$ cat src/design/arq_pkg.sv
// ----------------------------------------------------------------------------
// Stop-and-wait ARQ endpoint package
// Shared widths, table sizing, codes and the structs passed between the
// sequencer and the client table, plus the sequencer's result struct.
// ----------------------------------------------------------------------------
package arq_pkg;

    localparam int MAX_CLIENTS = 16;
    localparam int IDX_W       = (MAX_CLIENTS > 1) ? $clog2(MAX_CLIENTS) : 1;
    localparam int ADDR_W      = 48;
    localparam int ID_W        = 16;
    localparam int PORT_W      = 16;
    localparam int SIZE_W      = 16;

    localparam logic PKT_KIND_ACK = 1'b1;

    typedef logic [IDX_W-1:0]       idx_t;
    typedef logic [MAX_CLIENTS-1:0] valid_vec_t;

    typedef struct packed {
        logic en;
        idx_t idx;
    } tbl_rd_t;

    typedef struct packed {
        logic [ADDR_W-1:0] addr;
        logic [ID_W-1:0]   exp_id;
    } tbl_entry_t;

    typedef struct packed {
        logic       en;
        idx_t       idx;
        tbl_entry_t entry;
    } tbl_wr_t;

    typedef struct packed {
        logic              send_ack;
        logic [ADDR_W-1:0] ack_address;
        logic [PORT_W-1:0] ack_dest_port;
        logic [PORT_W-1:0] ack_source_port;
        logic [ID_W-1:0]   ack_id;
        logic [SIZE_W-1:0] ack_size;
        logic              deliver;
        logic              send_advanced;
        logic              table_full;
    } res_t;

endpackage

$ cat src/design/arq_if.sv
// ----------------------------------------------------------------------------
// Stop-and-wait ARQ endpoint channels
// Valid/ready channels for arriving packet words and result words.
// ----------------------------------------------------------------------------
interface arq_pkt_if;
    logic                        valid;
    logic                        ready;
    logic                        is_ack;
    logic [arq_pkg::ID_W-1:0]    packet_id;
    logic [arq_pkg::ADDR_W-1:0]  source_address;
    logic [arq_pkg::PORT_W-1:0]  source_port;
    logic [arq_pkg::PORT_W-1:0]  dest_port;
    logic [arq_pkg::SIZE_W-1:0]  payload_size;

    modport source (
        output valid, is_ack, packet_id, source_address, source_port, dest_port,
               payload_size,
        input  ready
    );

    modport sink (
        input  valid, is_ack, packet_id, source_address, source_port, dest_port,
               payload_size,
        output ready
    );
endinterface

interface arq_res_if;
    logic                        valid;
    logic                        ready;
    logic                        send_ack;
    logic [arq_pkg::ADDR_W-1:0]  ack_address;
    logic [arq_pkg::PORT_W-1:0]  ack_dest_port;
    logic [arq_pkg::PORT_W-1:0]  ack_source_port;
    logic [arq_pkg::ID_W-1:0]    ack_id;
    logic [arq_pkg::SIZE_W-1:0]  ack_size;
    logic                        deliver;
    logic                        send_advanced;
    logic                        table_full;

    modport source (
        output valid, send_ack, ack_address, ack_dest_port, ack_source_port, ack_id,
               ack_size, deliver, send_advanced, table_full,
        input  ready
    );

    modport sink (
        input  valid, send_ack, ack_address, ack_dest_port, ack_source_port, ack_id,
               ack_size, deliver, send_advanced, table_full,
        output ready
    );
endinterface

$ cat src/design/arq_table.sv
// ----------------------------------------------------------------------------
// Client table
// Per-sender address and expected id memory with registered read, plus
// valid flags cleared at reset.
// ----------------------------------------------------------------------------
module arq_table (
    input  logic                clk,
    input  logic                rst_n,
    input  arq_pkg::tbl_rd_t    rd,
    input  arq_pkg::tbl_wr_t    wr,
    output arq_pkg::tbl_entry_t rd_data,
    output arq_pkg::valid_vec_t valid
);

    arq_pkg::tbl_entry_t mem [arq_pkg::MAX_CLIENTS];
    arq_pkg::valid_vec_t valid_reg;

    always_ff @(posedge clk)
    begin
        if (wr.en)
        begin
            mem[wr.idx] <= wr.entry;
        end
        if (rd.en)
        begin
            rd_data <= mem[rd.idx];
        end
    end

    always_ff @(posedge clk or negedge rst_n)
    begin
        if (!rst_n)
        begin
            valid_reg <= '0;
        end
        else if (wr.en)
        begin
            valid_reg[wr.idx] <= 1'b1;
        end
    end

    assign valid = valid_reg;

endmodule

$ cat src/design/arq_ctrl.sv
// ----------------------------------------------------------------------------
// Endpoint sequencer
// Walks the client table through one address comparator, decides ack and
// delivery, keeps the send sequence and holds the result word.
// ----------------------------------------------------------------------------
module arq_ctrl (
    input  logic                clk,
    input  logic                rst_n,
    arq_pkt_if.sink             pkt,
    arq_res_if.source           res,
    output arq_pkg::tbl_rd_t    rd,
    output arq_pkg::tbl_wr_t    wr,
    input  arq_pkg::tbl_entry_t rd_data,
    input  arq_pkg::valid_vec_t valid
);

    typedef enum logic [1:0] {
        ST_IDLE,
        ST_SCAN,
        ST_DECIDE,
        ST_OUT
    } state_t;

    localparam arq_pkg::idx_t LAST_IDX = arq_pkg::IDX_W'(arq_pkg::MAX_CLIENTS - 1);

    state_t                       state_reg, state_next;
    logic [arq_pkg::ID_W-1:0]     seq_reg, seq_next;
    logic                         out_valid_reg, out_valid_next;
    logic                         issue_reg, issue_next;
    logic                         pend_reg, pend_next;
    arq_pkg::idx_t                scan_idx_reg, scan_idx_next;
    arq_pkg::idx_t                cmp_idx_reg, cmp_idx_next;
    logic                         found_reg, found_next;
    logic                         free_found_reg, free_found_next;
    arq_pkg::idx_t                hit_idx_reg, hit_idx_next;
    arq_pkg::idx_t                free_idx_reg, free_idx_next;
    logic [arq_pkg::ID_W-1:0]     exp_reg, exp_next;

    logic [arq_pkg::ID_W-1:0]     item_id_reg;
    logic [arq_pkg::ADDR_W-1:0]   item_addr_reg;
    logic [arq_pkg::PORT_W-1:0]   item_sport_reg;
    logic [arq_pkg::PORT_W-1:0]   item_dport_reg;
    logic [arq_pkg::SIZE_W-1:0]   item_size_reg;
    arq_pkg::res_t                res_reg, res_next;
    arq_pkg::res_t                out_reg;

    logic                         accept;
    logic                         out_fire;
    logic                         load_out;
    logic                         hit;
    logic                         known;
    logic                         id_le;
    logic                         id_eq;
    logic [arq_pkg::ID_W-1:0]     cur_exp;
    arq_pkg::idx_t                sel_idx;

    assign pkt.ready = (state_reg == ST_IDLE);
    assign accept    = pkt.valid && pkt.ready;
    assign out_fire  = out_valid_reg && res.ready;

    assign hit     = pend_reg && valid[cmp_idx_reg] && (rd_data.addr == item_addr_reg);
    assign known   = found_reg || free_found_reg;
    assign cur_exp = found_reg ? exp_reg : '0;
    assign sel_idx = found_reg ? hit_idx_reg : free_idx_reg;
    assign id_le   = (item_id_reg <= cur_exp);
    assign id_eq   = (item_id_reg == cur_exp);

    always_comb
    begin
        state_next      = state_reg;
        seq_next        = seq_reg;
        out_valid_next  = out_valid_reg;
        issue_next      = issue_reg;
        pend_next       = pend_reg;
        scan_idx_next   = scan_idx_reg;
        cmp_idx_next    = cmp_idx_reg;
        found_next      = found_reg;
        free_found_next = free_found_reg;
        hit_idx_next    = hit_idx_reg;
        free_idx_next   = free_idx_reg;
        exp_next        = exp_reg;
        res_next        = res_reg;
        load_out        = 1'b0;
        rd.en           = 1'b0;
        rd.idx          = scan_idx_reg;
        wr              = '0;

        if (out_fire)
        begin
            out_valid_next = 1'b0;
        end

        unique case (state_reg)
            ST_IDLE:
            begin
                if (accept)
                begin
                    if (pkt.is_ack == arq_pkg::PKT_KIND_ACK)
                    begin
                        res_next = '0;
                        if (pkt.packet_id == seq_reg)
                        begin
                            seq_next               = seq_reg + 16'd1;
                            res_next.send_advanced = 1'b1;
                        end
                        state_next = ST_OUT;
                    end
                    else
                    begin
                        scan_idx_next   = '0;
                        issue_next      = 1'b1;
                        pend_next       = 1'b0;
                        found_next      = 1'b0;
                        free_found_next = 1'b0;
                        state_next      = ST_SCAN;
                    end
                end
            end

            ST_SCAN:
            begin
                rd.en = issue_reg;
                if (issue_reg)
                begin
                    cmp_idx_next = scan_idx_reg;
                    pend_next    = 1'b1;
                    if (scan_idx_reg == LAST_IDX)
                    begin
                        issue_next = 1'b0;
                    end
                    else
                    begin
                        scan_idx_next = scan_idx_reg + arq_pkg::idx_t'(1);
                    end
                end
                else
                begin
                    pend_next = 1'b0;
                end

                if (hit)
                begin
                    found_next   = 1'b1;
                    hit_idx_next = cmp_idx_reg;
                    exp_next     = rd_data.exp_id;
                    issue_next   = 1'b0;
                    state_next   = ST_DECIDE;
                end
                else if (pend_reg)
                begin
                    if (!valid[cmp_idx_reg] && !free_found_reg)
                    begin
                        free_found_next = 1'b1;
                        free_idx_next   = cmp_idx_reg;
                    end
                    if (cmp_idx_reg == LAST_IDX)
                    begin
                        state_next = ST_DECIDE;
                    end
                end
            end

            ST_DECIDE:
            begin
                res_next = '0;
                if (!known)
                begin
                    res_next.table_full = 1'b1;
                end
                else
                begin
                    if (id_le)
                    begin
                        res_next.send_ack        = 1'b1;
                        res_next.ack_address     = item_addr_reg;
                        res_next.ack_dest_port   = item_sport_reg;
                        res_next.ack_source_port = item_dport_reg;
                        res_next.ack_id          = item_id_reg;
                        res_next.ack_size        = item_size_reg;
                    end
                    res_next.deliver = id_eq;
                    // allocate a new sender and/or advance its expected id
                    wr.en           = id_eq || !found_reg;
                    wr.idx          = sel_idx;
                    wr.entry.addr   = item_addr_reg;
                    wr.entry.exp_id = id_eq ? (cur_exp + 16'd1) : cur_exp;
                end
                state_next = ST_OUT;
            end

            ST_OUT:
            begin
                if (!out_valid_reg || out_fire)
                begin
                    out_valid_next = 1'b1;
                    load_out       = 1'b1;
                    state_next     = ST_IDLE;
                end
            end

            default:
            begin
                state_next = ST_IDLE;
            end
        endcase
    end

    always_ff @(posedge clk or negedge rst_n)
    begin
        if (!rst_n)
        begin
            state_reg      <= ST_IDLE;
            seq_reg        <= '0;
            out_valid_reg  <= 1'b0;
            issue_reg      <= 1'b0;
            pend_reg       <= 1'b0;
            scan_idx_reg   <= '0;
            cmp_idx_reg    <= '0;
            found_reg      <= 1'b0;
            free_found_reg <= 1'b0;
            hit_idx_reg    <= '0;
            free_idx_reg   <= '0;
            exp_reg        <= '0;
            res_reg        <= '0;
            out_reg        <= '0;
        end
        else
        begin
            state_reg      <= state_next;
            seq_reg        <= seq_next;
            out_valid_reg  <= out_valid_next;
            issue_reg      <= issue_next;
            pend_reg       <= pend_next;
            scan_idx_reg   <= scan_idx_next;
            cmp_idx_reg    <= cmp_idx_next;
            found_reg      <= found_next;
            free_found_reg <= free_found_next;
            hit_idx_reg    <= hit_idx_next;
            free_idx_reg   <= free_idx_next;
            exp_reg        <= exp_next;
            res_reg        <= res_next;
            if (load_out)
            begin
                out_reg <= res_reg;
            end
        end
    end

    always_ff @(posedge clk)
    begin
        if (accept)
        begin
            item_id_reg    <= pkt.packet_id;
            item_addr_reg  <= pkt.source_address;
            item_sport_reg <= pkt.source_port;
            item_dport_reg <= pkt.dest_port;
            item_size_reg  <= pkt.payload_size;
        end
    end

    assign res.valid           = out_valid_reg;
    assign res.send_ack        = out_reg.send_ack;
    assign res.ack_address     = out_reg.ack_address;
    assign res.ack_dest_port   = out_reg.ack_dest_port;
    assign res.ack_source_port = out_reg.ack_source_port;
    assign res.ack_id          = out_reg.ack_id;
    assign res.ack_size        = out_reg.ack_size;
    assign res.deliver         = out_reg.deliver;
    assign res.send_advanced   = out_reg.send_advanced;
    assign res.table_full      = out_reg.table_full;

endmodule

$ cat src/design/stop_and_wait_arq_endpoint_top.sv
// ----------------------------------------------------------------------------
// Stop-and-wait ARQ endpoint, receive side
// Handles arriving packets: advances the send sequence on a matching ack,
// and for data packets finds or allocates the sender and may ack or deliver.
//
// Usage:
//   pkt : one packet word per valid/ready handshake.
//   res : one result word per packet, held in an output register.
//   Ready is high only while the sequencer is idle; it drops for the whole
//   packet. An ack packet's result is registered on acceptance and loads
//   into the output register once that register is free. A data packet
//   walks the client table one entry per cycle through a single 48-bit
//   address comparator with a registered memory read, stopping at a hit or
//   after the last entry; a decide state then builds its result word.
//   Ready returns as the result word loads, so the next packet is taken
//   only once the previous packet's result word has loaded.
//   A new packet is taken while a result word still waits; its own result
//   then waits in the sequencer until res takes the previous word.
//   Reset clears the send sequence, all client valid flags and both
//   channels; the table needs no clearing pass.
// ----------------------------------------------------------------------------
module stop_and_wait_arq_endpoint_top (
    input  logic      clk,
    input  logic      rst_n,
    arq_pkt_if.sink   pkt,
    arq_res_if.source res
);

    arq_pkg::tbl_rd_t    rd;
    arq_pkg::tbl_wr_t    wr;
    arq_pkg::tbl_entry_t rd_data;
    arq_pkg::valid_vec_t valid;

    arq_ctrl u_ctrl (
        .clk     (clk),
        .rst_n   (rst_n),
        .pkt     (pkt),
        .res     (res),
        .rd      (rd),
        .wr      (wr),
        .rd_data (rd_data),
        .valid   (valid)
    );

    arq_table u_table (
        .clk     (clk),
        .rst_n   (rst_n),
        .rd      (rd),
        .wr      (wr),
        .rd_data (rd_data),
        .valid   (valid)
    );

endmodule

$ cat src/flat_wrapper.sv
// flat-port wrapper written by rule: the top's interface ports become plain ports
module stop_and_wait_arq_endpoint_top_flat 
  (clk, rst_n, pkt_valid, pkt_is_ack, pkt_packet_id, pkt_source_address, pkt_source_port, pkt_dest_port, pkt_payload_size, pkt_ready, res_valid, res_send_ack, res_ack_address, res_ack_dest_port, res_ack_source_port, res_ack_id, res_ack_size, res_deliver, res_send_advanced, res_table_full, res_ready);
  arq_pkt_if pkt_i ();
  arq_res_if res_i ();
  input  logic clk;
  input  logic rst_n;
  input wire logic [$bits(pkt_i.valid)-1:0] pkt_valid;
  input wire logic [$bits(pkt_i.is_ack)-1:0] pkt_is_ack;
  input wire logic [$bits(pkt_i.packet_id)-1:0] pkt_packet_id;
  input wire logic [$bits(pkt_i.source_address)-1:0] pkt_source_address;
  input wire logic [$bits(pkt_i.source_port)-1:0] pkt_source_port;
  input wire logic [$bits(pkt_i.dest_port)-1:0] pkt_dest_port;
  input wire logic [$bits(pkt_i.payload_size)-1:0] pkt_payload_size;
  output wire logic [$bits(pkt_i.ready)-1:0] pkt_ready;
  output wire logic [$bits(res_i.valid)-1:0] res_valid;
  output wire logic [$bits(res_i.send_ack)-1:0] res_send_ack;
  output wire logic [$bits(res_i.ack_address)-1:0] res_ack_address;
  output wire logic [$bits(res_i.ack_dest_port)-1:0] res_ack_dest_port;
  output wire logic [$bits(res_i.ack_source_port)-1:0] res_ack_source_port;
  output wire logic [$bits(res_i.ack_id)-1:0] res_ack_id;
  output wire logic [$bits(res_i.ack_size)-1:0] res_ack_size;
  output wire logic [$bits(res_i.deliver)-1:0] res_deliver;
  output wire logic [$bits(res_i.send_advanced)-1:0] res_send_advanced;
  output wire logic [$bits(res_i.table_full)-1:0] res_table_full;
  input wire logic [$bits(res_i.ready)-1:0] res_ready;
  assign pkt_i.valid = pkt_valid;
  assign pkt_i.is_ack = pkt_is_ack;
  assign pkt_i.packet_id = pkt_packet_id;
  assign pkt_i.source_address = pkt_source_address;
  assign pkt_i.source_port = pkt_source_port;
  assign pkt_i.dest_port = pkt_dest_port;
  assign pkt_i.payload_size = pkt_payload_size;
  assign pkt_ready = pkt_i.ready;
  assign res_valid = res_i.valid;
  assign res_send_ack = res_i.send_ack;
  assign res_ack_address = res_i.ack_address;
  assign res_ack_dest_port = res_i.ack_dest_port;
  assign res_ack_source_port = res_i.ack_source_port;
  assign res_ack_id = res_i.ack_id;
  assign res_ack_size = res_i.ack_size;
  assign res_deliver = res_i.deliver;
  assign res_send_advanced = res_i.send_advanced;
  assign res_table_full = res_i.table_full;
  assign res_i.ready = res_ready;
  stop_and_wait_arq_endpoint_top u_core (.clk(clk), .rst_n(rst_n), .pkt(pkt_i), .res(res_i));
endmodule
$ cat config.mk
export PLATFORM = sky130hd
export DESIGN_NAME = stop_and_wait_arq_endpoint_top_flat
export DESIGN_NICKNAME = d
export VERILOG_FILES = /design/src/design/arq_pkg.sv /design/src/design/arq_if.sv /design/src/design/arq_table.sv /design/src/design/arq_ctrl.sv /design/src/design/stop_and_wait_arq_endpoint_top.sv /design/src/flat_wrapper.sv
export SDC_FILE = /design/constraint.sdc
export NUM_CORES = 1
export LEC_CHECK = 0
export BUFFER_PORTS_ARGS = -buffer_cell sky130_fd_sc_hd__buf_2
export CAP_MARGIN = 15
export CORE_MARGIN = 8
export CORE_UTILIZATION = 59
export CTS_CLUSTER_SIZE = 20
export DETAILED_ROUTE_END_ITERATION = 12
export PLACE_DENSITY = 0.77
export SKIP_CTS_REPAIR_TIMING = 1
export SYNTH_ARGS = -nofsm -noshare
export SYNTH_HDL_FRONTEND = slang
export SYNTH_SLANG_ARGS = --single-unit
export TNS_END_PERCENT = 5
$ cat constraint.sdc
create_clock -name clk -period 19.48 [get_ports clk]
set_input_delay 4.87 -clock clk [delete_from_list [all_inputs] [get_ports clk]]
set_output_delay 4.87 -clock clk [all_outputs]
set_load 0.05 [all_outputs]
**Yosys cells after proc, flatten, opt, wreduce, memory -nomap -nowiden**

Memories as Yosys holds them, arrays and structs flattened. A register that Yosys moved wholly into a read port is not among the register bits.
Cells that the tools add are included.

- Bits of input ports: 117
- Memory bits (writable): 1,024
- Register bits after elaboration: 415
- Output and inout port bits: 118
- Memories: 1
- Word-level logic and storage cells: 144

Memory list:

| memory | depth | width | read ports | clocked after memory_dff | wr ports | line | text |
|---|---|---|---|---|---|---|---|
| u_core.u_table.mem | 16 | 64 | 1 | 1 | 1 | arq_table.sv:15 | `arq_pkg::tbl_entry_t mem [arq_pkg::MAX_CLIENTS];` |

- Equality and inequality tests: 20
- Order comparisons: 4
- Reductions and logical operators: 26
- Bitwise logic cells: 2
- $add $sub $neg: 3
- Muxes and demuxes: 52

Operators by type and width:

| operator | number |
|---|---|
| $mux 116 | 2 |
| $pmux 116 s2 | 1 |
| $mux 69 | 2 |
| $mux 114 | 1 |
| $mux 113 | 1 |
| $eq 48x48->1 | 1 |
| $add 16x1->16 const B | 2 |
| $eq 16x16->1 | 2 |
| $mux 16 | 2 |
| $mux 1 | 24 |
| $mux 4 | 5 |
| $ne 2x2->1 const B | 9 |
| $le 16x16->1 | 1 |
| $or 16x16->16 | 1 |
| $reduce_and 4->1 | 4 |
| $mux 2 | 6 |
| $lt 4x5->1 const B | 2 |
| $eq 4x4->1 const B | 2 |
| $pmux 1 s2 | 4 |
| $pmux 2 s4 | 1 |
| $pmux 4 s2 | 1 |
| $logic_and 1x1->1 | 6 |
| $ne 3x3->1 const B | 2 |
| $reduce_and 3->1 | 2 |
| other kinds (15) | 23 |

**Logic depth before layout (Yosys ltp)**

Gate-level depths: netlist of the first run.

- Word-level depth: 10
- Depth in mapped cells: 14
- Depth with buffers taken out: 9

**Hierarchy**

A second synthesis of the first run with hierarchy kept.

- Cells, all modules: 3,089
- Area total of the unflattened synthesis: 58,243.4 sq um

Modules (own cells, without submodules):

| module | times used | cells each | area each (sq um) |
|---|---|---|---|
| arq_table | 1 | 1,679 | 40,722.8 |
| arq_ctrl | 1 | 1,410 | 17,520.6 |

**Worst setup path before layout of the first run**

OpenSTA, ideal clock, no wires.

- Path kind: reg2reg
- From: register u_core.u_ctrl.found_reg
- To: register u_core.u_table.valid_reg[8], in the netlist u_core.u_table.valid[8]
- Slack: 5,544 ps
- Cell stages (with the launch flop): 12
- Data arrival time: 13,808 ps
- Library setup time: 128 ps
- Path buffers: 5
- Period minus slack after synthesis: 13,936 ps
- Path through: dfrtp_1 clkbuf_1 clkbuf_1 clkbuf_1 buf_1 nand2_1 ha_1 nand4_1 or4_1 clkbuf_1 a2111oi_0 or2_2

- Cells in the longest elaborated chain, start to end: 8
- Elaborated cells between the ends (all ways): 14

RTL lines:

| what | line | text |
|---|---|---|
| start, declared | arq_ctrl.sv:33 | `logic found_reg, found_next;` |
| start signal, assigned | arq_ctrl.sv:236 | `found_reg <= found_next;` |
| $mux 4 or $logic_or 1x1->1 (tied branches) | arq_ctrl.sv:64, arq_ctrl.sv:62 |  |
| $mux 69 * | arq_ctrl.sv:166 | `if (!known)` |
| $mux 69 * | arq_ctrl.sv:93 | `unique case (state_reg)` |
| $lt 4x5->1 (not written as such) or $ge 4x1->1 (tied branches) | arq_table.sv:38 | `valid_reg[wr.idx] <= 1'b1;` |
| $logic_and 1x1->1 (not written as such) | arq_table.sv:38 |  |
| $mux 1 (not written as such) | arq_table.sv:38 |  |
| $demux 1 s4 | arq_table.sv:38 |  |
| $or 16x16->16 (no line) | n/a |  |
| end signal, assigned | arq_table.sv:34 | `valid_reg <= '0;` |
| end signal, assigned by index | arq_table.sv:38 |  |
| end, declared | arq_table.sv:16 | `arq_pkg::valid_vec_t valid_reg;` |

Mark *: on every way between the ends. The rest lies on a longest branch, timed or not.
A chain may end at the register's enable or synchronous reset.

**Final worst setup path of the first run**

- From: register u_core.u_ctrl.state_reg[1]
- To: output port pkt_ready

- Cells in the longest elaborated chain, start to end: 1

RTL lines:

| what | line | text |
|---|---|---|
| start, declared | arq_ctrl.sv:26 | `state_t state_reg, state_next;` |
| start signal, assigned | arq_ctrl.sv:229 | `state_reg <= state_next;` |
| $logic_not 2->1 | arq_ctrl.sv:57 | `assign pkt.ready = (state_reg == ST_IDLE);` |
| end, declared | flat_wrapper.sv:15 | `output wire logic [$bits(pkt_i.ready)-1:0] pkt_ready;` |

No other way between the ends.

==> results of run 1 <==
cell type report:
cell class	count	area (um^2)	area share
antenna	5	12.51	0.0001909
clock buffer	196	4099	0.06254
clock inverter	75	810.8	0.01237
inverter	128	481.7	0.007350
multi-input combinational	1139	13330	0.2034
sequential	1503	43630	0.6657
tap	1287	1610	0.02457
timing repair buffer	285	1562	0.02383
kinds of logic (layout without fill, tap and decap cells):
logic type      count (synthesis)  count (layout)  share of synthesized area
compound gates                277             277                    0.03031
xor+xnor                       88              88                    0.01333
fa+ha+maj                      23              23                   0.004976
buf+inv                       271             684                    0.01813
flops                        1503            1503                     0.7542
mux                           477             477                     0.1558
other cells                     0               5                          0
simple gates                  274             274                    0.02328
worst max path at each step:
stage                                           start                               endpoint  slack, ns  depth (start not counted)
4_1_cts        u_core.u_ctrl.state_reg[1]$_DFFE_PN0P_                              pkt_ready      12.46                          3
6_report       u_core.u_ctrl.state_reg[1]$_DFFE_PN0P_                              pkt_ready      12.49                          3
5_1_grt        u_core.u_ctrl.state_reg[1]$_DFFE_PN0P_                              pkt_ready      12.39                          3
2_1_floorplan     u_core.u_ctrl.found_reg$_DFFE_PN0P_    u_core.u_table.valid[8]$_DFFE_PN0P_       5.54                         11
3_5_place_dp                                pkt_valid  u_core.u_ctrl.res_reg[90]$_DFFE_PN0P_      12.13                          7
3_3_place_gp                                pkt_valid  u_core.u_ctrl.res_reg[90]$_DFFE_PN0P_      12.26                          7
metal layers:
metal  vias up  routed length, um
met5         -                 27
met3       284              13670
li1      12180                  -
met2      1814              68870
met4         4               4338
met1     15880              53020
cell usage after synthesis (3+ instances only):
library cell	n	area, um^2
and3_1	6	37.54
inv_1	128	480.5
nand4_1	16	100.1
or4_1	4	30.03
and4_1	3	26.28
a21oi_1	12	60.06
nor3b_1	3	22.52
buf_1	33	123.9
or3_1	8	50.05
mux2i_1	6	60.06
nor4_1	14	87.58
xnor2_1	33	289.0
ha_1	23	287.8
nand2_1	51	191.4
or2_2	15	93.84
dfrtp_1	303	7582
buf_2	13	65.06
nor3_1	18	90.09
mux4_2	324	7297
clkbuf_1	95	356.6
o21ai_0	126	630.6
nor2_1	94	352.8
a21o_1	4	30.03
nand2b_1	5	31.28
mux2_2	145	1633
nor2b_1	9	56.30
edfxtp_1	1200	36030
xor2_1	55	481.7
nand3_1	21	105.1
a22oi_1	113	848.3
metrics by stage:
step	instances	total power, mW	util	worst slack, ns
after floorplan	2913	5.555	-	5.544
after global placement	4341	6.079	0.6195	12.26
after detailed placement	4341	6.167	0.6195	12.13
after CTS	4612	9.048	0.6697	12.46
after global routing	4613	9.298	0.6697	12.39
final	4618	9.017	0.6698	12.49
report_power, final:
group          switching, mW  leakage, nW  total (mW)  internal (mW)
Clock                   1.21         2.41        2.88           1.67
Combinational           1.27         5.89        1.98          0.704
Sequential             0.220         15.3        4.16           3.94
Total                   2.70         23.6        9.02           6.32
worst max-delay path, cell delays in order, from the launching register on:
cell and delay [ns]:
dfrtp_1 0.42, inv_1 0.12, ha_1 0.45, buf_2 0.38
==> results.cfg, run 1 <==
[outcome]
status = complete, no violations

[placement]
place_congestion = 0.8092
dp_hpwl_um = 74540
placed_area_mm2 = 0.06061
port_buffers = 234

[synthesis]
yosysSeqAreaShare = 0.7542
syn-num-nets = 3053
ys_warn_count = 0
yosys_register_bits = 1503
synth_area_mm2 = 0.05784
synth_ff_type = edfxtp_1
syn_inst = 2913
synthArstFlopShare = 0.2016
avgSynthCellArea_um2 = 19.85
synth_cell_types = 55
synth_edf_count = 1200

[clocking]
worstSkewPairLatency_ns = 0.76
clock-sinks = 1503
path_clk_slew_ns = 0.06
htreeDepth = 4
numCtsBuffers = 146
tritoncts = done
clockBufferDepth = 3
clockRootBuffer = clkbuf_16

[global_route]
grt_usage = 0.2572
use_met3 = 0.05238
gr-usage-met1 = 0.3494
grt-ovfl-total = 0
antenna_found_initial = 5
grt_first_pass_wirelength_um = 204300
first_global_vias = 30940
grt.busiest_layer = met2
grt_use_met2 = 0.4212
grt_max_degree = 109

[drt]
drt_pass1_iterations = 6
drc_errors = 0
drtIter0Drc = 3867
ant_nets = 0
via_per_inst = 6.531
vias = 30160
drt_wl_total_um = 139900
wl_per_cell_um = 30.30

[timing]
clock.fmax_mhz = 143.1
rsz0062_at_grt = no
min_period_over_period = 0.3588
period_needed_ns = 6.989
finalHoldViolations = 0
tightest_slew_ns = 1.155
slew_violations = 0
slew_headroom = 0.2300
setup_viol = 0
finalSetupTns_ns = 0
whs_ns = 0.4698
fin_skew_ns = 0.02784

[floorplan]
core.rowCount = 115
start_util = 0.5911
die_h_um = 329.1
core-area_mm2 = 0.09784
boundaryPins = 235
die_w_um = 329.1
dieArea_mm2 = 0.1083

[worst_setup_path]
arrival_ns = 2.12
worstReg2RegEnd = u_core.u_table.mem[4][40]$_DFFE_PP_
path_max_fanout = 13
rr_worst_depth = 10
crit_path_end_kind = output port
regToRegStartpoint = u_core.u_ctrl.found_reg$_DFFE_PN0P_
startpoint_type = flop
critPathKind = flop to output port
r2r_setup_slack_ns = 14.17
critPathRequiredTime_ns = 14.61

[finish]
drive_gt1_frac = 0.3067
layout_commonest_cell = edfxtp_1
syn2layout_area_growth_pct = 13.32
fillerInstances = 5950
final_nets = 3343
finalInstanceArea_mm2 = 0.06554
mostFrequentLayoutCells = 1200 x edfxtp_1, 324 x mux4_2, 299 x dfrtp_1
largest_reg_flops = 1024

[power_and_ir_drop]
vdd_ir_drop_max_v = 0.0001003
p_per_area_mw_per_mm2 = 137.6
p_leak_nw = 23.58

[min_path]
whs_path_depth = 1
min_to = u_core.u_table.valid[6]$_DFFE_PN0P_
min_path_type = flop to flop
min_from = u_core.u_table.valid[6]$_DFFE_PN0P_

[job]
maxCapViolCount = 0
No activity file was read; power rests on OpenSTA's default activity.
==> inputs of run 2 (changes only) <==
==> constraint.sdc (replaced) <==
create_clock -name clk -period 6.8 [get_ports clk]
set_input_delay 1.7 -clock clk [delete_from_list [all_inputs] [get_ports clk]]
set_output_delay 1.7 -clock clk [all_outputs]
set_load 0.05 [all_outputs]
==> run 2 against run 1 <==
  * Utilization grew 0.22 points
  * Worst setup slack lost 10 ns
  * Sequential share of layout area fell by 0.22 points
  * Sequential power rose to 2.9 times the previous value
  * Cell area up 0.33%
  * Global-route usage up 0.49 points
  * Register-to-register slack worse by 12 ns
  * Via count is 0.72% higher
  * Clock-buffer cell count fell by 6
  * Clock power grew to 2.9 times the previous value
  * Die area stayed put
  * Critical endpoint is now u_core.u_table.mem[10][41]$_DFFE_PP_
==> results.cfg, run 2 (synthesis results as in run 1) <==
[finish]
drive_gt1_frac = 0.3063
final_nets = 3344
finalNonFillerCells = 4614
mostFrequentLayoutCells = 1200 x edfxtp_1, 324 x mux4_2, 299 x dfrtp_1
syn2layout_area_growth_pct = 13.70
largest_reg_flops = 1024
layout_commonest_cell = edfxtp_1
postLayoutCoreUtil = 0.6721
finalInstanceArea_mm2 = 0.06576

[job]
maxCapViolCount = 0

[timing]
clock.fmax_mhz = 222.3
setup_viol = 0
tightest_slew_ns = 1.251
slew_violations = 0
period_needed_ns = 4.499
finalHoldViolations = 0
min_period_over_period = 0.6616
slew_headroom = 0.1660
rsz0062_at_grt = no
finalSetupTns_ns = 0
fin_skew_ns = 0.03615
finalWorstSetupSlack_ns = 2.301
whs_ns = 0.4725

[worst_setup_path]
arrival_ns = 4.88
cp_slowest_cell = or4_1
critPathRequiredTime_ns = 7.18
rr_worst_depth = 9
worstReg2RegEnd = u_core.u_table.mem[10][41]$_DFFE_PP_
cpPeakStageDelay_ns = 0.81
path_max_fanout = 40
critPathKind = flop to flop
r2r_setup_slack_ns = 2.30
startpoint_type = flop
regToRegStartpoint = u_core.u_ctrl.found_reg$_DFFE_PN0P_
crit_path_end_kind = flop
worstPathCellList = buf_4 -> nand2_1 -> ha_1 -> nand4_1 -> or4_1 -> nor3_1 -> o21ai_0 -> nor2_4 -> buf_4
crit_start = u_core.u_ctrl.found_reg$_DFFE_PN0P_
cpMostUsedCell = buf_4

[global_route]
grt.busiest_layer = met2
grt_first_pass_wirelength_um = 209000
grt_use_met2 = 0.4277
first_global_vias = 31540
grt_max_degree = 153
grt_usage = 0.2620
grt-ovfl-total = 0
use_met3 = 0.05592
antenna_found_initial = 7
gr-usage-met1 = 0.3586

[floorplan]
boundaryPins = 235
start_util = 0.5911
die_w_um = 329.1
core.rowCount = 115
core-area_mm2 = 0.09784
dieArea_mm2 = 0.1083
die_h_um = 329.1

[placement]
placed_area_mm2 = 0.06077
post-place-cells = 4339
dp_worst_setup_slack_ns = 2.371
place_congestion = 0.8647
dp_hpwl_um = 75280
port_buffers = 234

[power_and_ir_drop]
internal_power_mw = 18.16
total_power_mw = 25.95
seqPwrFrac = 0.458
p_comb_frac = 0.221
p_sw_mw = 7.788
p_leak_nw = 23.73
vdd_ir_drop_max_v = 0.0002787
swShare = 0.3001
p_per_area_mw_per_mm2 = 394.7
clockPowerShare = 0.321

[clocking]
clockRootBuffer = clkbuf_16
tritoncts = done
clock-sinks = 1503
path_clk_slew_ns = 0.06
numCtsBuffers = 146
clockBufferDepth = 3
htreeDepth = 4
worstSkewPairLatency_ns = 0.76

[drt]
via_per_inst = 6.584
ant_nets = 0
drtIter0Drc = 3871
vias = 30380
drt_pass1_iterations = 6
wl_per_cell_um = 30.65
drc_errors = 0
drt_wl_total_um = 141400

[min_path]
whs_path_depth = 1
min_path_type = flop to flop
min_from = u_core.u_table.valid[0]$_DFFE_PN0P_
min_to = u_core.u_table.valid[0]$_DFFE_PN0P_

[outcome]
status = complete, no violations
==> run 2: changes by cell type in the layout (fill, tap and decap cells not counted), sizes merged <==
cell / previous run / this run
clkbuf: 197 / 191
clkinv: 51 / 52
clkinvlp: 4 / 3
inv: 134 / 133
bufinv: 14 / 18
buf: 284 / 285
diode: 5 / 3
==> run 2: power by group through the flow <==
stage	logic, mW	registers, mW	clock network (mW)
2_1_floorplan	3.04	12.8	0
3_3_place_gp	5.49	12.0	0
3_5_place_dp	5.66	12.0	0
4_1_cts	5.77	11.9	8.42
5_1_grt	6.05	12.0	8.77
6_report	5.74	11.9	8.33
==> run 2: cell type report <==
| type | instances | area, um^2 |
|---|---|---|
| repair buffers | 286 | 1719 |
| clock inverters | 78 | 930.9 |
| diodes | 3 | 7.507 |
| inverters | 128 | 481.7 |
| fillers | 5904 | 32090 |
| clock buffers | 190 | 4025 |
| multi-input cells | 1139 | 13350 |
| flip-flops and latches | 1503 | 43630 |
| well taps | 1287 | 1610 |
==> run 2: worst max-delay path by stage <==
stage | endpoint | slack, ns
after floorplan | u_core.u_table.mem[5][0]$_DFFE_PP_ | 0.27
after global placement | u_core.u_table.mem[10][45]$_DFFE_PP_ | 2.49
after detailed placement | u_core.u_table.mem[10][45]$_DFFE_PP_ | 2.37
after CTS | u_core.u_table.mem[10][37]$_DFFE_PP_ | 2.36
after global routing | u_core.u_table.mem[10][24]$_DFFE_PP_ | 2.02
final | u_core.u_table.mem[10][41]$_DFFE_PP_ | 2.30
==> run 2: critical path, delay by kind of cell (launching register included) <==
| family | cells | cell delay [ns] |
|---|---|---|
| compound gates | 1 | 0.33 |
| fa+ha+maj | 1 | 0.34 |
| buf+inv | 2 | 0.91 |
| flops | 1 | 0.32 |
| simple gates | 5 | 2.19 |
==> run 2: layer usage <==
metal / up-vias / share of wire
met4: 4 / 0.028
li1: 12200 / -
met3: 274 / 0.10
met2: 2051 / 0.49
met1: 15850 / 0.37
met5: - / 0.00019
